`src/sv/msap_pkg.sv`:
```
`default_nettype none
package msap_pkg;

    localparam int SEQ_BITS   = 12;
    localparam int SUM_BITS   = 24;
    localparam int OFS_BITS   = 12;
    localparam int WIN_BITS   = 12;
    localparam int FS_BITS    = 16;
    localparam int CUR_BITS   = 21;
    localparam int DEM_BITS   = 16;
    localparam int DUTY_BITS  = 16;
    localparam int POS_BITS   = 32;
    localparam int HALL_BITS  = 3;
    localparam int MAX_CH     = 3;
    localparam int UNIT_SHIFT = 14;

    localparam int CUR_MAX = 1048575;
    localparam int CUR_MIN = -1048576;

    localparam int CFG_ADDR_BITS = 3;
    localparam int CFG_DATA_BITS = 16;

    localparam logic [CFG_ADDR_BITS-1:0] CFG_OFFSET_A   = 3'd0;
    localparam logic [CFG_ADDR_BITS-1:0] CFG_OFFSET_B   = 3'd1;
    localparam logic [CFG_ADDR_BITS-1:0] CFG_OFFSET_C   = 3'd2;
    localparam logic [CFG_ADDR_BITS-1:0] CFG_MAX_WINDOW = 3'd3;
    localparam logic [CFG_ADDR_BITS-1:0] CFG_FULL_SCALE = 3'd4;

    localparam logic [WIN_BITS-1:0] MAX_WINDOW_RST = 12'd450;
    localparam logic [FS_BITS-1:0]  FULL_SCALE_RST = 16'd5000;

    // input request layout
    localparam int IN_SEQ_LSB   = 0;
    localparam int IN_SUM_LSB   = IN_SEQ_LSB + SEQ_BITS;
    localparam int IN_POS_LSB   = IN_SUM_LSB + MAX_CH * SUM_BITS;
    localparam int IN_IDX_LSB   = IN_POS_LSB + POS_BITS;
    localparam int IN_CNT_LSB   = IN_IDX_LSB + POS_BITS;
    localparam int IN_HALL_LSB  = IN_CNT_LSB + POS_BITS;
    localparam int IN_DEM_LSB   = IN_HALL_LSB + HALL_BITS;
    localparam int IN_EN_LSB    = IN_DEM_LSB + MAX_CH * DEM_BITS;
    localparam int S_TDATA_BITS = 240;
    localparam int M_TDATA_BITS = 216;

    typedef enum logic [1:0] {
        ST_IDLE,
        ST_CALC,
        ST_WAIT
    } state_t;

    typedef struct packed {
        logic start;
        logic step;
    } lane_ctrl_t;

    typedef struct packed {
        logic                  fresh;
        logic [POS_BITS-1:0]   rel_pos;
        logic [POS_BITS-1:0]   rel_idx;
        logic [POS_BITS-1:0]   index_events;
        logic [HALL_BITS-1:0]  hall_sector;
        logic [MAX_CH-1:0]     drive;
    } item_t;

    function automatic logic [HALL_BITS-1:0] hall_sector_of(input logic [HALL_BITS-1:0] code);
        logic [HALL_BITS-1:0] s;
        case (code)
            3'd1:    s = 3'd0;
            3'd5:    s = 3'd1;
            3'd4:    s = 3'd2;
            3'd6:    s = 3'd3;
            3'd2:    s = 3'd4;
            3'd3:    s = 3'd5;
            default: s = 3'd7;
        endcase
        return s;
    endfunction

endpackage
`default_nettype wire

```
`src/sv/motor_sensor_average_and_pwm.sv`:
```
`default_nettype none
// Flow: a request accepted in ST_IDLE is divided in ST_CALC, where the lane dividers
//   produce one quotient bit per cycle; the result waits in ST_WAIT for the output register.
// Requests: a new request is taken only in ST_IDLE, once the previous result is loaded, as
//   each channel lane's bit-serial divider is busy; the output register holds the result.
// Reset: aresetn synchronous active low; clears sequence, sums, held currents, position
//   origin and config registers to their defaults. No clearing pass.
module motor_sensor_average_and_pwm import msap_pkg::*; #(
    parameter int CHANNELS  = 3,
    parameter int FRAC_BITS = 8
) (
    input  wire logic                      aclk,
    input  wire logic                      aresetn,
    input  wire logic                      s_axis_tvalid,
    output logic                           s_axis_tready,
    // adc_sequence, sum_a, sum_b, sum_c, encoder_position, index_position,
    // index_count, hall_code, demand_a, demand_b, demand_c, drive_enables, zero fill
    input  wire logic [S_TDATA_BITS-1:0]   s_axis_tdata,
    output logic                           m_axis_tvalid,
    input  wire logic                      m_axis_tready,
    // current_a, current_b, current_c, rel_position, rel_index_position,
    // index_events, hall_sector, duty_a, duty_b, duty_c, drive_state, zero fill
    output logic [M_TDATA_BITS-1:0]        m_axis_tdata,
    // current_fresh
    output logic [0:0]                     m_axis_tuser,
    input  wire logic                      cfg_we,
    input  wire logic [CFG_ADDR_BITS-1:0]  cfg_addr,
    input  wire logic [CFG_DATA_BITS-1:0]  cfg_wdata
);

    localparam int DW        = SUM_BITS + FRAC_BITS;
    localparam int CNT_BITS  = $clog2(DW);
    localparam logic [CNT_BITS-1:0] CNT_LAST = CNT_BITS'(DW - 1);
    localparam logic [MAX_CH-1:0]   CH_MASK  = MAX_CH'((1 << CHANNELS) - 1);

    state_t                state_reg, state_next;
    logic [CNT_BITS-1:0]   cnt_reg;
    logic [OFS_BITS-1:0]   offset_reg [MAX_CH];
    logic [WIN_BITS-1:0]   max_window_reg;
    logic [FS_BITS-1:0]    full_scale_reg;
    logic [SEQ_BITS-1:0]   last_seq_reg;
    logic [SUM_BITS-1:0]   last_sum_reg [MAX_CH];
    logic [POS_BITS-1:0]   pos_off_reg;
    logic                  primed_reg;
    item_t                 item_reg;

    logic                  in_fire, load, out_free;
    lane_ctrl_t            lane_ctrl;
    logic [SEQ_BITS-1:0]   seq, d;
    logic                  fresh;
    logic [SUM_BITS-1:0]   sum_in   [MAX_CH];
    logic [SUM_BITS-1:0]   sum_diff [MAX_CH];
    logic [POS_BITS-1:0]   pos, idx, pos_base;
    logic [MAX_CH-1:0]     en;

    logic [MAX_CH-1:0][CUR_BITS-1:0]  lane_cur;
    logic [MAX_CH-1:0][DUTY_BITS-1:0] lane_duty;

    assign in_fire = s_axis_tvalid && s_axis_tready;

    always_comb begin
        seq      = s_axis_tdata[IN_SEQ_LSB +: SEQ_BITS];
        pos      = s_axis_tdata[IN_POS_LSB +: POS_BITS];
        idx      = s_axis_tdata[IN_IDX_LSB +: POS_BITS];
        en       = s_axis_tdata[IN_EN_LSB +: MAX_CH] & CH_MASK;
        d        = seq - last_seq_reg;
        fresh    = (d > SEQ_BITS'(1)) && (d <= max_window_reg);
        pos_base = primed_reg ? pos_off_reg : pos;
        for (int ch = 0; ch < MAX_CH; ch++) begin
            sum_in[ch]   = s_axis_tdata[IN_SUM_LSB + ch*SUM_BITS +: SUM_BITS];
            sum_diff[ch] = sum_in[ch] - last_sum_reg[ch];
        end
    end

    always_comb begin
        state_next = state_reg;
        case (state_reg)
            ST_IDLE: begin
                if (in_fire) state_next = ST_CALC;
            end
            ST_CALC: begin
                if (cnt_reg == CNT_LAST) state_next = ST_WAIT;
            end
            ST_WAIT: begin
                if (out_free) state_next = ST_IDLE;
            end
            default: state_next = ST_IDLE;
        endcase
    end

    always_comb begin
        s_axis_tready   = 1'b0;
        lane_ctrl.step  = 1'b0;
        load            = 1'b0;
        case (state_reg)
            ST_IDLE: s_axis_tready  = aresetn;
            ST_CALC: lane_ctrl.step = 1'b1;
            ST_WAIT: load           = out_free;
            default: ;
        endcase
        lane_ctrl.start = in_fire;
    end

    always_ff @(posedge aclk) begin
        if (!aresetn) begin
            state_reg      <= ST_IDLE;
            cnt_reg        <= '0;
            offset_reg     <= '{default: '0};
            max_window_reg <= MAX_WINDOW_RST;
            full_scale_reg <= FULL_SCALE_RST;
            last_seq_reg   <= '0;
            last_sum_reg   <= '{default: '0};
            pos_off_reg    <= '0;
            primed_reg     <= 1'b0;
        end else begin
            state_reg <= state_next;
            if (in_fire) begin
                cnt_reg      <= '0;
                last_seq_reg <= seq;
                last_sum_reg <= sum_in;
                pos_off_reg  <= pos_base;
                primed_reg   <= 1'b1;
            end else if (state_reg == ST_CALC) begin
                cnt_reg <= cnt_reg + 1'b1;
            end
            if (cfg_we) begin
                case (cfg_addr)
                    CFG_OFFSET_A:   offset_reg[0]  <= cfg_wdata[OFS_BITS-1:0];
                    CFG_OFFSET_B:   offset_reg[1]  <= cfg_wdata[OFS_BITS-1:0];
                    CFG_OFFSET_C:   offset_reg[2]  <= cfg_wdata[OFS_BITS-1:0];
                    CFG_MAX_WINDOW: max_window_reg <= cfg_wdata[WIN_BITS-1:0];
                    CFG_FULL_SCALE: full_scale_reg <= cfg_wdata[FS_BITS-1:0];
                    default: ;
                endcase
            end
        end
        if (in_fire) begin
            item_reg.fresh        <= fresh;
            item_reg.rel_pos      <= pos - pos_base;
            item_reg.rel_idx      <= idx - pos_base;
            item_reg.index_events <= s_axis_tdata[IN_CNT_LSB +: POS_BITS];
            item_reg.hall_sector  <= hall_sector_of(s_axis_tdata[IN_HALL_LSB +: HALL_BITS]);
            item_reg.drive        <= en;
        end
    end

    for (genvar ch = 0; ch < MAX_CH; ch++) begin : g_lane
        if (ch < CHANNELS) begin : g_on
            msap_lane #(
                .FRAC_BITS (FRAC_BITS)
            ) u_lane (
                .aclk       (aclk),
                .ctrl       (lane_ctrl),
                .sum_diff   (sum_diff[ch]),
                .divisor    (d),
                .offset     (offset_reg[ch]),
                .demand     (s_axis_tdata[IN_DEM_LSB + ch*DEM_BITS +: DEM_BITS]),
                .enable     (en[ch]),
                .full_scale (full_scale_reg),
                .current    (lane_cur[ch]),
                .duty       (lane_duty[ch])
            );
        end else begin : g_off
            assign lane_cur[ch]  = '0;
            assign lane_duty[ch] = '0;
        end
    end

    msap_merge u_merge (
        .aclk          (aclk),
        .aresetn       (aresetn),
        .load          (load),
        .item          (item_reg),
        .lane_cur      (lane_cur),
        .lane_duty     (lane_duty),
        .out_free      (out_free),
        .m_axis_tvalid (m_axis_tvalid),
        .m_axis_tready (m_axis_tready),
        .m_axis_tdata  (m_axis_tdata),
        .m_axis_tuser  (m_axis_tuser)
    );

    ap_start: assert property (@(posedge aclk) disable iff (!aresetn)
        in_fire |=> (state_reg == ST_CALC) && (cnt_reg == '0))
        else $error("request did not start the dividers");
    ap_wait: assert property (@(posedge aclk) disable iff (!aresetn)
        (state_reg == ST_CALC) && (cnt_reg == CNT_LAST) |=> state_reg == ST_WAIT)
        else $error("divide did not end after the last step");
    ap_load: assert property (@(posedge aclk) disable iff (!aresetn)
        load |-> out_free && (state_reg == ST_WAIT))
        else $error("result loaded over a pending one");

endmodule
`default_nettype wire

```
`src/sv/msap_lane.sv`:
```
`default_nettype none
module msap_lane import msap_pkg::*; #(
    parameter int FRAC_BITS = 8
) (
    input  wire logic                  aclk,
    input  wire lane_ctrl_t            ctrl,
    input  wire logic [SUM_BITS-1:0]   sum_diff,
    input  wire logic [SEQ_BITS-1:0]   divisor,
    input  wire logic [OFS_BITS-1:0]   offset,
    input  wire logic [DEM_BITS-1:0]   demand,
    input  wire logic                  enable,
    input  wire logic [FS_BITS-1:0]    full_scale,
    output logic      [CUR_BITS-1:0]   current,
    output logic      [DUTY_BITS-1:0]  duty
);

    localparam int DW        = SUM_BITS + FRAC_BITS;
    localparam int VW        = DW + 2;
    localparam int PROD_BITS = DEM_BITS - 1 + FS_BITS;
    localparam int SH_BITS   = PROD_BITS - UNIT_SHIFT;
    localparam logic signed [VW-1:0] V_MAX = VW'(CUR_MAX);
    localparam logic signed [VW-1:0] V_MIN = VW'(CUR_MIN);

    logic [SEQ_BITS-1:0]  div_reg;
    logic [SEQ_BITS-1:0]  rem_reg, rem_next;
    logic [DW-1:0]        quo_reg, quo_next;
    logic [DEM_BITS-1:0]  demand_reg;
    logic                 on_reg;
    logic [PROD_BITS-1:0] prod_reg;

    logic [SEQ_BITS:0]    trial, diff;
    logic                 take;
    logic signed [VW-1:0] value;
    logic [SH_BITS-1:0]   prod_sh;

    // restoring divider, one quotient bit per step
    always_comb begin
        trial    = {rem_reg, quo_reg[DW-1]};
        diff     = trial - {1'b0, div_reg};
        take     = trial >= {1'b0, div_reg};
        rem_next = take ? diff[SEQ_BITS-1:0] : trial[SEQ_BITS-1:0];
        quo_next = {quo_reg[DW-2:0], take};
    end

    always_ff @(posedge aclk) begin
        if (ctrl.start) begin
            div_reg    <= divisor;
            rem_reg    <= '0;
            quo_reg    <= DW'(sum_diff) << FRAC_BITS;
            demand_reg <= demand;
            on_reg     <= enable;
        end else if (ctrl.step) begin
            rem_reg <= rem_next;
            quo_reg <= quo_next;
        end
        prod_reg <= PROD_BITS'(demand_reg[DEM_BITS-2:0]) * PROD_BITS'(full_scale);
    end

    always_comb begin
        value = $signed({2'b00, quo_reg}) - $signed(VW'(offset) << FRAC_BITS);
        if (value > V_MAX) begin
            current = V_MAX[CUR_BITS-1:0];
        end else if (value < V_MIN) begin
            current = V_MIN[CUR_BITS-1:0];
        end else begin
            current = value[CUR_BITS-1:0];
        end
    end

    always_comb begin
        prod_sh = prod_reg[PROD_BITS-1:UNIT_SHIFT];
        if (!on_reg || demand_reg[DEM_BITS-1]) begin
            duty = '0;
        end else if (prod_sh > SH_BITS'(full_scale)) begin
            duty = full_scale;
        end else begin
            duty = prod_sh[DUTY_BITS-1:0];
        end
    end

endmodule
`default_nettype wire

```
`src/sv/msap_merge.sv`:
```
`default_nettype none
module msap_merge import msap_pkg::*; (
    input  wire logic                              aclk,
    input  wire logic                              aresetn,
    input  wire logic                              load,
    input  wire item_t                             item,
    input  wire logic [MAX_CH-1:0][CUR_BITS-1:0]   lane_cur,
    input  wire logic [MAX_CH-1:0][DUTY_BITS-1:0]  lane_duty,
    output logic                                   out_free,
    output logic                                   m_axis_tvalid,
    input  wire logic                              m_axis_tready,
    // current_a, current_b, current_c, rel_position, rel_index_position,
    // index_events, hall_sector, duty_a, duty_b, duty_c, drive_state, zero fill
    output logic [M_TDATA_BITS-1:0]                m_axis_tdata,
    // current_fresh
    output logic [0:0]                             m_axis_tuser
);

    logic [MAX_CH-1:0][CUR_BITS-1:0] held_reg;
    logic [MAX_CH-1:0][CUR_BITS-1:0] cur_sel;
    logic                            valid_reg;
    logic [M_TDATA_BITS-1:0]         data_reg, data_next;
    logic                            fresh_reg;

    assign out_free = !valid_reg || m_axis_tready;
    assign cur_sel  = item.fresh ? lane_cur : held_reg;

    always_comb begin
        data_next = M_TDATA_BITS'({item.drive, lane_duty[2], lane_duty[1], lane_duty[0],
                                   item.hall_sector, item.index_events, item.rel_idx,
                                   item.rel_pos, cur_sel[2], cur_sel[1], cur_sel[0]});
    end

    always_ff @(posedge aclk) begin
        if (!aresetn) begin
            valid_reg <= 1'b0;
            held_reg  <= '0;
        end else begin
            if (load) begin
                valid_reg <= 1'b1;
                if (item.fresh) begin
                    held_reg <= lane_cur;
                end
            end else if (m_axis_tready) begin
                valid_reg <= 1'b0;
            end
        end
        if (load) begin
            data_reg  <= data_next;
            fresh_reg <= item.fresh;
        end
    end

    assign m_axis_tvalid   = valid_reg;
    assign m_axis_tdata    = data_reg;
    assign m_axis_tuser[0] = fresh_reg;

    ap_hold: assert property (@(posedge aclk) disable iff (!aresetn)
        load && !item.fresh |=> $stable(held_reg))
        else $error("held currents changed on a stale request");
    ap_valid: assert property (@(posedge aclk) disable iff (!aresetn)
        load |=> m_axis_tvalid)
        else $error("loaded result not presented");
    ap_rose: assert property (@(posedge aclk) disable iff (!aresetn)
        $rose(m_axis_tvalid) |-> $past(load))
        else $error("result valid without a load");

endmodule
`default_nettype wire
```
`config.mk`:
```
export PLATFORM = sky130hd
export DESIGN_NAME = motor_sensor_average_and_pwm
export DESIGN_NICKNAME = d
export VERILOG_FILES = /design/src/sv/msap_pkg.sv /design/src/sv/motor_sensor_average_and_pwm.sv /design/src/sv/msap_lane.sv /design/src/sv/msap_merge.sv
export SDC_FILE = /design/constraint.sdc
export NUM_CORES = 2
export LEC_CHECK = 0
export CAP_MARGIN = 20
export CELL_PAD_IN_SITES_DETAIL_PLACEMENT = 0
export CELL_PAD_IN_SITES_GLOBAL_PLACEMENT = 1
export CORE_MARGIN = 2
export CORE_UTILIZATION = 51
export DETAILED_ROUTE_END_ITERATION = 8
export DONT_BUFFER_PORTS = 1
export PLACE_DENSITY = 0.79
export REMOVE_ABC_BUFFERS = 1
export SYNTH_ARGS = -nofsm -noshare
export SYNTH_HDL_FRONTEND = slang
export SYNTH_SLANG_ARGS = --single-unit
```
`constraint.sdc`:
```
create_clock -name aclk -period 7.1 [get_ports aclk]
set_input_delay 0.355 -clock aclk [delete_from_list [all_inputs] [get_ports aclk]]
set_output_delay 0.355 -clock aclk [all_outputs]
set_load 0.05 [all_outputs]
```
==> impl_metrics.toml <==
[drt]
first_pass_iters = 8
wirelength_mm = 170
antenna_left = 0
drt_iter0_drc = 3366
vias_per_cell = 5.50
vias = 46964
wire_per_inst_um = 20.0
drc = 0

[clocking]
cts_tree = "yes"
cts.clk_slew.worst_paths_ns = 0.07
htreeDepth = 3
worstSkewPairLatency_ns = 0.74
clockBufferDepth = 3
cts-root-buf = "clkbuf_16"
cts.sink_count = 812
cts_buffers = 94

[setup_path]
start_kind = "flop"
cp_cell_sequence = "and2_1 -> fa_1 -> inv_1 -> fa_1 -> inv_1 -> fa_1 -> inv_1 -> fa_1 -> inv_1 -> fa_1 -> inv_1 -> fa_1 -> inv_1 -> ha_1 -> nand2_1 -> o21ai_0 -> o31ai_1 -> a2111oi_0 -> nor2_1 -> a31o_2 -> a21oi_1 -> a21o_1 -> a21o_1 -> xnor2_1"
crit_arrival_ns = 7.40
worst_setup_path_end_kind = "flop"
setup.worst_path.start = "g_lane[2].g_on.u_lane.demand_reg[2]$_DFFE_PP_"
crit_type = "flop to flop"
crit_fanout = 12
cp_slowest_stage_delay_ns = 0.59
cp.required_ns = 7.75
rr_startpoint = "g_lane[2].g_on.u_lane.demand_reg[2]$_DFFE_PP_"
critPathSlowestCell = "a2111oi_0"

[cells_and_area]
final_nets = 8191
regArea_sq_um = 20800
multiInputGateArea_sq_um = 38000
drive_gt1_share_pct = 5.00
fin_cells = 8539
largest_reg_flops = 213
area_growth_pct = 13.5
num-fill-cells = 10539

[power]
p_leak_nw = 31.1
p_int_mw = 11.8
p_sw_mw = 6.81
switching_share_pct = 36.6
pwr-share-clk_pct = 27.2
power_frac_comb_pct = 40.9
sequentialPowerShare_pct = 31.9
power.density_nw_per_um2 = 260
finalPower_mw = 18.6
ir_worst_vdd_mv = 0.213

[placement]
port_buffers = 0
place_congestion = 0.898
preCtsSetupSlack_ns = 0.267
hpwl_mm = 122
numPlacedInstances = 8039

[timing]
drv_slew = 0
fin_crit_sh_pct = 95.1
final.min_clock_period_ns = 6.75
relSlewSlack_pct = 25.2
setup_violations = 0
finalHoldViolCount = 0
setup_ws_ns = 0.347
skew_ns = 0.0587
fmax_mhz = 148
rsz0062_at_grt = "false"
tightest_slew_ns = 1.12

[yosys]
synth_area_leaders = "edfxtp_1, fa_1, dfxtp_1"
syn_inst = 6579
ys_ff_latch = 812
async_reset_ff_share_pct = 0
synthesis.area_sq_um = 63000
yosysSeqAreaShare_pct = 33.0
yosys.area.top_type_share_pct = 21.4
yosys_warnings = 0
synth.distinct_cells = 97
synthFlopType = "edfxtp_1"
synth_area_leader_cell = "edfxtp_1"
synth.avg_cell_area_sq_um = 9.57
synth-edff-count = 449

[die]
coreArea_sq_um = 122000
rows = 128
initial_utilization_pct = 51.5
io_pins = 483
fp.dieH_um = 355
fp.dieW_um = 355
die-area_sq_um = 126000

[global_route]
grt_max_degree = 211
grt_overflow_total = 0
grt_pass1_wl_mm = 270
track_usage_pct = 27.3
grt_pass1_vias = 47745
antenna_found_initial = 21

[hold_path]
holdCritStartpoint = "s_axis_tdata[108]"
hold_class = "input pin to flop"

[run]
maxCapViolCount = 0

[status]
status = "finished, final reports clean"
-- power groups by stage --
stage          sequential [mW]  combinational (mW)  clock [mW]
2_1_floorplan             5.92                5.56           0
3_3_place_gp              6.01                7.21           0
3_5_place_dp              6.02                7.34           0
4_1_cts                   5.93                7.61        5.18
5_1_grt                   5.98                8.66        5.36
6_report                  5.93                7.62        5.06
-- per-layer routing --
layer	global-route usage, %	share of wire (%)	up-vias
li1	-	-	22357
met1	37.5	44	23003
met2	44.3	46	1333
met3	4.70	6.6	255
met4	7.67	2.6	16
met5	0	0.060	-
-- synth_stat cells, drive strengths merged, types with 26 or more instances --
| cell type | instances |
|---|---|
| o21ai | 410 |
| xor2 | 104 |
| and3 | 26 |
| buf | 31 |
| nand3 | 108 |
| nand4 | 39 |
| a211oi | 41 |
| edfxtp | 449 |
| nand2 | 865 |
| nor2 | 291 |
| o21a | 52 |
| clkbuf | 249 |
| mux2i | 85 |
| and2 | 426 |
| a21oi | 288 |
| o22ai | 28 |
| a21o | 92 |
| o21bai | 26 |
| fa | 549 |
| nor2b | 47 |
| a21boi | 83 |
| nand2b | 55 |
| o211ai | 33 |
| nor3 | 58 |
| dfxtp | 363 |
| xnor2 | 135 |
| ha | 552 |
| inv | 851 |
-- repair_timing --
action | CTS | global route
endpoints found under the setup margin | 0 | 3
buffers inserted | 0 | 7
gates resized for setup | 0 | 2
hold buffers | 308 | 0
hold endpoints to repair | 365 | 0
-- layout by cell type, fill, tap and decap left out, types with 104 or more instances in the layout --
cell type,netlist,layout
buf_4,3,105
dlygate4sd3_1,0,307
nand3_1,108,108
ha_1,552,552
dfxtp_1,363,346
nor2_1,289,288
fa_1,549,549
and2_1,425,425
inv_1,851,849
nand2_1,864,863
edfxtp_1,449,449
a21oi_1,287,287
xor2_1,104,104
xnor2_1,135,135
o21ai_0,404,404
-- cell type report --
cell class / count / area share, %
antenna: 9 / 0.0315
clock buffer: 121 / 3.60
clock inverter: 54 / 0.931
inverter: 852 / 4.50
multi-input combinational: 4637 / 53.1
sequential: 812 / 29.1
tap: 1625 / 2.84
timing repair buffer: 429 / 5.88
-- per-stage QoR --
step	util (%)	TNS [ns]	hold WS [ns]	cell area, sq um
after floorplan	-	-1608.56	0.400	61900
after detailed placement	53.2	0	0.405	65000
final	58.5	0	0.0587	71500
after global routing	58.5	0	0.0506	71500
after CTS	58.4	0	0.00513	71400
after global placement	53.2	0	0.401	65000
-- worst max-delay path, delay by kind of cell (launching register included) --
kind | cells | cell delay, ns
compound gates | 7 | 1.78
xor+xnor | 1 | 0.11
fa+ha+maj | 7 | 3.38
buf+inv | 6 | 0.33
flops | 1 | 0.58
simple gates | 3 | 0.51
-- cell families (layout without fill, tap and decap cells) --
logic type | after synthesis | in the layout | share of synthesized area, %
compound gates | 1211 | 1211 | 12.0
xor+xnor | 239 | 239 | 3.32
fa+ha+maj | 1101 | 1101 | 28.4
buf+inv | 1132 | 1456 | 6.82
flops | 812 | 812 | 33.0
mux | 86 | 86 | 1.37
other cells | 1 | 12 | 0.00596
simple gates | 1997 | 1997 | 15.1
-- worst paths after layout --
path	endpoint	depth (start not counted)	slack [ns]
min reg2reg	u_merge.m_axis_tdata[153]$_DFFE_PP_	0	0.41
min	item_reg[94]$_DFFE_PP_	2	0.06
max reg2reg	g_lane[2].g_on.u_lane.prod_reg[30]$_DFF_P_	24	0.35
max	g_lane[2].g_on.u_lane.prod_reg[30]$_DFF_P_	24	0.35
No activity file was read; power rests on OpenSTA's default activity.
